**src/rtl/slbc_pkg.sv**
```systemverilog
// shared types and constants for the status led blink controller
// no dependencies; imported by slbc_activity, slbc_led_sequencer and the top level
package slbc_pkg;

  localparam int TIME_WIDTH_DEF   = 32;
  localparam int WINDOW_WIDTH     = 16;
  localparam int MODE_WIDTH       = 4;
  localparam int CFG_INDEX_WIDTH  = 1;
  localparam int CFG_DATA_WIDTH   = WINDOW_WIDTH;
  localparam int NUM_SATS         = 3;

  localparam logic [WINDOW_WIDTH-1:0] ACTIVITY_WINDOW_RESET = WINDOW_WIDTH'(100);

  // configuration register indexes
  localparam logic [CFG_INDEX_WIDTH-1:0] REG_ACTIVITY_WINDOW = 1'b0;
  localparam logic [CFG_INDEX_WIDTH-1:0] REG_RECEIVE_ONLY    = 1'b1;

  // flight modes, anything above MODE_CUSTOM2 shows as off
  localparam logic [MODE_WIDTH-1:0] MODE_OFF       = MODE_WIDTH'(0);
  localparam logic [MODE_WIDTH-1:0] MODE_NORMAL    = MODE_WIDTH'(1);
  localparam logic [MODE_WIDTH-1:0] MODE_AUTOLEVEL = MODE_WIDTH'(2);
  localparam logic [MODE_WIDTH-1:0] MODE_TRAINER   = MODE_WIDTH'(3);
  localparam logic [MODE_WIDTH-1:0] MODE_ATT_LOCK  = MODE_WIDTH'(4);
  localparam logic [MODE_WIDTH-1:0] MODE_LAUNCH    = MODE_WIDTH'(5);
  localparam logic [MODE_WIDTH-1:0] MODE_ANGLE     = MODE_WIDTH'(6);
  localparam logic [MODE_WIDTH-1:0] MODE_CUSTOM1   = MODE_WIDTH'(7);
  localparam logic [MODE_WIDTH-1:0] MODE_CUSTOM2   = MODE_WIDTH'(8);

  // led blink patterns
  typedef enum logic [2:0] {
    PAT_OFF, PAT_ON, PAT_SLOW_A, PAT_SLOW_B, PAT_FAST_A, PAT_FAST_B
  } pat_t;

  // per-tick control handed to the led sequencer
  typedef struct packed {
    logic                  any_active;
    logic [MODE_WIDTH-1:0] mode;
    logic                  binding;
    logic                  imu_ready;
    logic                  receive_only;
  } tick_ctl_t;

  // what the sequencer returns for the tick
  typedef struct packed {
    logic led_a;
    logic led_b;
    logic request;
    logic failsafe;
  } led_result_t;

endpackage

```
**src/rtl/slbc_activity.sv**
```systemverilog
// one satellite activity check: wrapped receive age against the window
// depends on slbc_pkg
module slbc_activity #(
  parameter int TIME_WIDTH = slbc_pkg::TIME_WIDTH_DEF
) (
  input  logic [TIME_WIDTH-1:0]             now,
  input  logic [TIME_WIDTH-1:0]             last,
  input  logic [slbc_pkg::WINDOW_WIDTH-1:0] window,
  output logic                              active
);
  import slbc_pkg::*;

  logic [TIME_WIDTH-1:0] age;

  // subtraction wraps modulo 2^TIME_WIDTH
  assign age    = now - last;
  assign active = (age < TIME_WIDTH'(window));

endmodule

```
**src/rtl/slbc_led_sequencer.sv**
```systemverilog
// failsafe flag, blink phase and status led levels, advanced once per item
// depends on slbc_pkg
module slbc_led_sequencer (
  input  logic                  clk,
  input  logic                  rst,
  input  logic                  advance,
  input  slbc_pkg::tick_ctl_t   ctl,
  output slbc_pkg::led_result_t result
);
  import slbc_pkg::*;

  localparam int PHASE_WIDTH = 5;
  localparam logic [PHASE_WIDTH-1:0] PHASE_LAST = PHASE_WIDTH'(19);
  localparam logic [PHASE_WIDTH-1:0] SLOW_EDGE  = PHASE_WIDTH'(10);

  logic [PHASE_WIDTH-1:0] blink_phase;
  logic [PHASE_WIDTH-1:0] blink_phase_next;
  logic                   led_a_level;
  logic                   led_b_level;
  logic                   failsafe_flag;
  logic                   failsafe_flag_next;
  logic                   request;
  pat_t                   pat_a;
  pat_t                   pat_b;

  function automatic pat_t mode_pat_a(input logic [MODE_WIDTH-1:0] mode);
    pat_t p;
    unique case (mode)
      MODE_AUTOLEVEL, MODE_ATT_LOCK, MODE_CUSTOM1: p = PAT_ON;
      MODE_TRAINER, MODE_CUSTOM2:                  p = PAT_FAST_A;
      default:                                     p = PAT_OFF;
    endcase
    return p;
  endfunction

  function automatic pat_t mode_pat_b(input logic [MODE_WIDTH-1:0] mode);
    pat_t p;
    unique case (mode)
      MODE_NORMAL, MODE_ATT_LOCK, MODE_CUSTOM2: p = PAT_ON;
      MODE_LAUNCH, MODE_CUSTOM1:                p = PAT_FAST_A;
      MODE_ANGLE:                               p = PAT_SLOW_A;
      default:                                  p = PAT_OFF;
    endcase
    return p;
  endfunction

  function automatic logic apply_pattern(input pat_t pat, input logic level,
                                         input logic [PHASE_WIDTH-1:0] phase);
    logic l;
    unique case (pat)
      PAT_ON:     l = 1'b1;
      PAT_SLOW_A: begin
        if (phase == '0) l = 1'b0;
        else if (phase == SLOW_EDGE) l = 1'b1;
        else l = level;
      end
      PAT_SLOW_B: begin
        if (phase == '0) l = 1'b1;
        else if (phase == SLOW_EDGE) l = 1'b0;
        else l = level;
      end
      PAT_FAST_A: l = phase[0];
      PAT_FAST_B: l = ~phase[0];
      default:    l = 1'b0;
    endcase
    return l;
  endfunction

  always_comb begin
    failsafe_flag_next = failsafe_flag;
    request            = 1'b0;
    if (ctl.any_active) begin
      failsafe_flag_next = 1'b0;
    end else if (!failsafe_flag) begin
      failsafe_flag_next = 1'b1;
      request            = 1'b1;
    end
  end

  // overrides: binding, then imu not ready (unless receive only), then failsafe
  always_comb begin
    priority if (ctl.binding) begin
      pat_a = PAT_FAST_A;
      pat_b = PAT_FAST_B;
    end else if (!ctl.imu_ready && !ctl.receive_only) begin
      pat_a = PAT_FAST_A;
      pat_b = PAT_FAST_A;
    end else if (failsafe_flag_next) begin
      pat_a = PAT_SLOW_B;
      pat_b = PAT_SLOW_A;
    end else begin
      pat_a = mode_pat_a(ctl.mode);
      pat_b = mode_pat_b(ctl.mode);
    end
  end

  assign blink_phase_next = (blink_phase >= PHASE_LAST) ? '0 : blink_phase + 1'b1;

  assign result.led_a    = apply_pattern(pat_a, led_a_level, blink_phase);
  assign result.led_b    = apply_pattern(pat_b, led_b_level, blink_phase);
  assign result.request  = request;
  assign result.failsafe = failsafe_flag_next;

  always_ff @(posedge clk) begin
    if (rst) begin
      blink_phase   <= '0;
      led_a_level   <= 1'b0;
      led_b_level   <= 1'b0;
      failsafe_flag <= 1'b0;
    end else if (advance) begin
      blink_phase   <= blink_phase_next;
      led_a_level   <= result.led_a;
      led_b_level   <= result.led_b;
      failsafe_flag <= failsafe_flag_next;
    end
  end

endmodule

```
**src/rtl/status_led_blink_controller.sv**
```systemverilog
// status led blink controller top level: input register, activity checks,
// led sequencer and result register; depends on slbc_pkg, slbc_activity,
// slbc_led_sequencer
//
// usage: one input item per status tick (current time, last receive time of
// three satellites, flight mode, binding and imu ready flags). each item gives
// exactly one result item with the satellite leds, status led levels and the
// failsafe request and flag.
// channels use valid/stall; an item moves on an edge with valid high and
// stall low. the item is captured in an input register, the leds are worked
// out from it combinationally and land in the result register, where
// out_valid shows them until the receiver takes them. throughput is one
// item per cycle, limited only by the result register: while the receiver
// stalls a finished result, one more item is still taken into the input
// register, after which in_stall rises until the result goes.
// configuration (activity window, receive only) is written through
// cfg_write/cfg_index/cfg_data; the user must write it only while no item
// is in flight, since the block itself does not enforce this.
// reset clears both registers' valid flags, the blink phase, the led levels
// and the failsafe flag, and loads the configuration reset values.
module status_led_blink_controller #(
  parameter int TIME_WIDTH = slbc_pkg::TIME_WIDTH_DEF
) (
  input  logic                                 clk,
  input  logic                                 rst,
  input  logic                                 cfg_write,
  input  logic [slbc_pkg::CFG_INDEX_WIDTH-1:0] cfg_index,
  input  logic [slbc_pkg::CFG_DATA_WIDTH-1:0]  cfg_data,
  input  logic                                 in_valid,
  output logic                                 in_stall,
  input  logic [TIME_WIDTH-1:0]                current_time,
  input  logic [TIME_WIDTH-1:0]                last_rx_sat1,
  input  logic [TIME_WIDTH-1:0]                last_rx_sat2,
  input  logic [TIME_WIDTH-1:0]                last_rx_sat3,
  input  logic [slbc_pkg::MODE_WIDTH-1:0]      flight_mode,
  input  logic                                 binding,
  input  logic                                 imu_ready,
  output logic                                 out_valid,
  input  logic                                 out_stall,
  output logic                                 sat1_led,
  output logic                                 sat2_led,
  output logic                                 sat3_led,
  output logic                                 status_led_a,
  output logic                                 status_led_b,
  output logic                                 failsafe_request,
  output logic                                 failsafe_active
);
  import slbc_pkg::*;

  logic [WINDOW_WIDTH-1:0] activity_window;
  logic                    receive_only;

  logic                    hold_valid;
  logic [TIME_WIDTH-1:0]   hold_now;
  logic [TIME_WIDTH-1:0]   hold_last [NUM_SATS];
  logic [MODE_WIDTH-1:0]   hold_mode;
  logic                    hold_binding;
  logic                    hold_imu_ready;

  logic                    in_take;
  logic                    result_load;
  logic [NUM_SATS-1:0]     sat_active;
  tick_ctl_t               ctl;
  led_result_t             result;

  always_ff @(posedge clk) begin
    if (rst) begin
      activity_window <= ACTIVITY_WINDOW_RESET;
      receive_only    <= 1'b0;
    end else if (cfg_write) begin
      unique case (cfg_index)
        REG_ACTIVITY_WINDOW: activity_window <= cfg_data;
        REG_RECEIVE_ONLY:    receive_only    <= cfg_data[0];
        default:             ;
      endcase
    end
  end

  assign result_load = hold_valid && (!out_valid || !out_stall);
  assign in_stall    = hold_valid && out_valid && out_stall;
  assign in_take     = in_valid && !in_stall;

  // input register
  always_ff @(posedge clk) begin
    if (rst) begin
      hold_valid <= 1'b0;
    end else if (in_take) begin
      hold_valid <= 1'b1;
    end else if (result_load) begin
      hold_valid <= 1'b0;
    end
  end

  always_ff @(posedge clk) begin
    if (in_take) begin
      hold_now       <= current_time;
      hold_last[0]   <= last_rx_sat1;
      hold_last[1]   <= last_rx_sat2;
      hold_last[2]   <= last_rx_sat3;
      hold_mode      <= flight_mode;
      hold_binding   <= binding;
      hold_imu_ready <= imu_ready;
    end
  end

  for (genvar s = 0; s < NUM_SATS; s++) begin : g_sat
    slbc_activity #(
      .TIME_WIDTH(TIME_WIDTH)
    ) u_activity (
      .now    (hold_now),
      .last   (hold_last[s]),
      .window (activity_window),
      .active (sat_active[s])
    );
  end

  assign ctl.any_active   = |sat_active;
  assign ctl.mode         = hold_mode;
  assign ctl.binding      = hold_binding;
  assign ctl.imu_ready    = hold_imu_ready;
  assign ctl.receive_only = receive_only;

  slbc_led_sequencer u_sequencer (
    .clk     (clk),
    .rst     (rst),
    .advance (result_load),
    .ctl     (ctl),
    .result  (result)
  );

  // result register
  always_ff @(posedge clk) begin
    if (rst) begin
      out_valid <= 1'b0;
    end else if (result_load) begin
      out_valid <= 1'b1;
    end else if (!out_stall) begin
      out_valid <= 1'b0;
    end
  end

  always_ff @(posedge clk) begin
    if (result_load) begin
      sat1_led         <= sat_active[0];
      sat2_led         <= sat_active[1];
      sat3_led         <= sat_active[2];
      status_led_a     <= result.led_a;
      status_led_b     <= result.led_b;
      failsafe_request <= result.request;
      failsafe_active  <= result.failsafe;
    end
  end

endmodule

```
**config.mk**
```make
export PLATFORM = sky130hd
export DESIGN_NAME = status_led_blink_controller
export DESIGN_NICKNAME = d
export VERILOG_FILES = /design/src/rtl/slbc_pkg.sv /design/src/rtl/slbc_activity.sv /design/src/rtl/slbc_led_sequencer.sv /design/src/rtl/status_led_blink_controller.sv
export SDC_FILE = /design/constraint.sdc
export NUM_CORES = 1
export LEC_CHECK = 0
export BUFFER_PORTS_ARGS = -buffer_cell sky130_fd_sc_hd__buf_2
export CORE_MARGIN = 10
export CORE_UTILIZATION = 58
export DETAILED_ROUTE_END_ITERATION = 6
export GPL_TIMING_DRIVEN = 1
export PLACE_DENSITY = 0.8
export SYNTH_ARGS = -nofsm -noshare
export SYNTH_HDL_FRONTEND = slang
export SYNTH_HIERARCHICAL = 1
export SYNTH_SLANG_ARGS = --single-unit
```
**constraint.sdc**
```tcl
create_clock -name clk -period 9.3 [get_ports clk]
set_clock_uncertainty 0.2 [all_clocks]
set_input_delay 0.93 -clock clk [delete_from_list [all_inputs] [get_ports clk]]
set_output_delay 0.93 -clock clk [all_outputs]
set_load 0.01 [all_outputs]
```
==> flow_summary.yaml <==
run_status:
  status: "completed"
routing:
  drc_errors: 0
  vias: 10700
  routed_wl_um: 32500
  first_pass_iters: 6
  routedWlPerCell_um: 18.0
  ant_nets: 0
  first_iter_violations: 1026
  drt-vias-per-instance: 5.95
synth:
  synth_top_area_share_pct: 33.4
  synth.area.mux_share_pct: 0.968
  netlist_top_cells_count: "176 x inv_1, 141 x edfxtp_1, 141 x ha_1"
  synth_area_um2: 12700
  synth_area_leader_cell: "edfxtp_1"
  yosysMostFrequentCell: "inv_1"
  yosys.area_share.xor_xnor_pct: 5.32
  synth_top_family_by_area: "compound AO/OA/AOI/OAI gates"
  async_flop_share_pct: 0
  synthFlopType: "edfxtp_1"
  synthSimpleGateAreaFrac_pct: 15.8
  synth_enable_flop_cells: 141
  synth_compound_area_share_pct: 18.6
  ys_top_cells_by_area: "edfxtp_1 33%, ha_1 14%, inv_1 5.2%, dfxtp_1 4.3%, a21oi_1 4.1%"
  syn_avg_cell_area_um2: 9.28
  synth_nets: 1665
  ys_seq_area_share_pct: 37.7
  yosysWarnings: 6
  ys_ff_latch: 168
  synth_cell_type_count: 89
  synthAdderAreaFrac_pct: 14.5
  synth_cells: 1365
cells_and_area:
  area_delta_synth_final_pct: 12.2
  fillers: 1781
  fin_cells: 1800
  insertedDiodeCount: 0
  fin_nets: 1807
  drive_above_1_share_pct: 16.1
clocking:
  tritoncts: "yes"
  cts_sinks: 168
  cts_setup_buffers: 0
  postCtsHoldBufs: 0
  cts_root_buf: "clkbuf_16"
  clockBufferDepth: 2
  cts_resized: 0
  insertion_delay_ps: 430
  cts_max_level: 4
  clkSlewWorstSetupHoldPaths_ps: 70
  cts_buffers: 17
grt:
  antenna_found_initial: 0
  top_usage_layer: "met2"
  grt_max_degree: 85
  use_met1_pct: 29.5
  grt.total_usage_pct: 22.4
  gr-total-overflow: 0
  grt_pass1_vias: 10600
  use_met3_pct: 4.05
  grt_pass1_wl_um: 52200
  met2_usage_pct: 36.8
floorplanning:
  initial_utilization_pct: 58.4
  fp.dieH_um: 168
  die-area_um2: 28200
  pin_count: 165
  rows: 54
  core_area_um2: 21700
  fp.dieW_um: 168
power:
  peakVddDrop_mv: 0.114
  seqPwrFrac_pct: 40.3
  p_int_mw: 1.53
  switching_share_pct: 31.4
  leakagePower_nw: 6.27
  pwr-share-comb_pct: 27.9
  p_switching_uw: 698
  p_per_area_nw_per_um2: 156
  power_frac_clock_pct: 31.7
worst_hold_path:
  hold_class: "register to register"
  holdPathStages: 2
worst_setup_path:
  worstSetupStartpointType: "register"
  cp_cell_sequence: "inv_1, fa_1, nand2b_1, a21oi_2, o211ai_2, a21oi_1, or2b_1, a21oi_1, xnor2_1, ha_1, o21ai_0, o21ai_0, a211oi_1, o2111ai_1, a211oi_2, o21ai_1, or4b_1, nor4_2, or3_1, nor2b_1, a311oi_1, a211oi_1, a311oi_2, a31o_1"
  crit_required_ps: 9420
  critPathMaxStageDelay_ps: 550
  crit_arrival_ps: 6120
  critPathCaptureType: "register"
  cp_slowest_cell: "or4b_1"
  cp_max_fo: 7
  ff2ff_path_depth: 24
  path_class: "register to register"
sta:
  tightest_slew_ps: 1050
  slew_viol_final: 0
  rsz0062_at_grt: "false"
  period_needed_ps: 6000
  maxSlewHeadroom_pct: 29.7
  fmax_mhz: 167
  layout_worst_path_cycle_share_pct: 64.5
  setup_tns_ps: 0
  setup_viol: 0
  hold_violations: 0
placement:
  dp_cells: 1768
  hpwl_um: 25700
  portBuffers: 164
  gp_congestion: 0.924
job:
  cap_violations: 0
==> registers in the layout, summed over array words and instances (netlist names), 4 cells and up <==
name                     flops
hold_last                   96
hold_now                    32
activity_window             16
u_sequencer/blink_phase      5
hold_mode                    4
==> layout make-up <==
| cell class | instances | area, um2 | share of cell area, % |
|---|---|---|---|
| tap | 280 | 350 | 2.46 |
| multi-input combinational | 977 | 7010 | 49.3 |
| inverter | 176 | 661 | 4.65 |
| clock buffer | 20 | 437 | 3.07 |
| sequential | 168 | 4770 | 33.6 |
| clock inverter | 12 | 141 | 0.995 |
| timing repair buffer | 167 | 843 | 5.93 |
==> stage by stage <==
| step | power (mW) | setup slack [ps] | util (%) | hold WS, ps | instance area, um2 |
|---|---|---|---|---|---|
| after floorplan | 1.37 | 1800 | - | 253 | 12700 |
| after global placement | 1.51 | 3580 | 62.9 | 270 | 13600 |
| after global routing | 2.35 | 2820 | 65.5 | 347 | 14200 |
| final | 2.22 | 3300 | 65.5 | 283 | 14200 |
| after detailed placement | 1.52 | 3350 | 62.9 | 271 | 13600 |
| after CTS | 2.23 | 3320 | 65.5 | 288 | 14200 |
==> worst max-delay path: cells and delay by family, from the launching register on <==
family | cells | cell delay (ps)
flops | 1 | 510
fa+ha+maj | 2 | 740
buf+inv | 1 | 100
simple gates | 6 | 1930
xor+xnor | 1 | 140
compound gates | 14 | 2290
==> cells by family (layout without fill, tap and decap cells) <==
family	Yosys count	after routing
multiplexers	12	12
AND/OR/NAND/NOR	389	389
adder cells (fa/ha/maj)	145	145
AO/OA/AOI/OAI	354	354
XOR/XNOR	77	77
flip-flops	168	168
buffers and inverters	220	375
==> final timing paths <==
check,startpoint,end,slack [ps]
worst max-delay path,hold_now[1],u_sequencer/led_b_level,3300
worst min-delay path,hold_valid,out_valid,280
worst max register to register,hold_now[1],u_sequencer/led_b_level,3300
worst min register to register,hold_valid,out_valid,280
==> layer usage <==
| metal | part of all wire, % | wire length [um] |
|---|---|---|
| met1 | 43 | 14100 |
| met3 | 7.0 | 2280 |
| met5 | 0 | 0 |
| met2 | 47 | 15300 |
| met4 | 2.4 | 792 |
==> power groups by stage <==
stage               combinational (mW)  clock (mW)  sequential [mW]
floorplan                        0.463           0            0.902
global placement                 0.596           0            0.911
detailed placement               0.609           0            0.912
CTS                              0.614       0.718            0.896
global route                     0.698       0.747            0.901
finish                           0.622       0.705            0.897
==> layout by cell type (no fill, tap or decap), types with 33 or more instances in the layout <==
| master | count |
|---|---|
| a21oi_1 | 105 |
| buf_2 | 164 |
| edfxtp_1 | 141 |
| ha_1 | 141 |
| inv_1 | 176 |
| nand2_1 | 104 |
| nand3_1 | 33 |
| nand4_1 | 34 |
| nor2_1 | 100 |
| o21ai_0 | 58 |
| xnor2_1 | 53 |
Power figures use the tool's default switching activity.
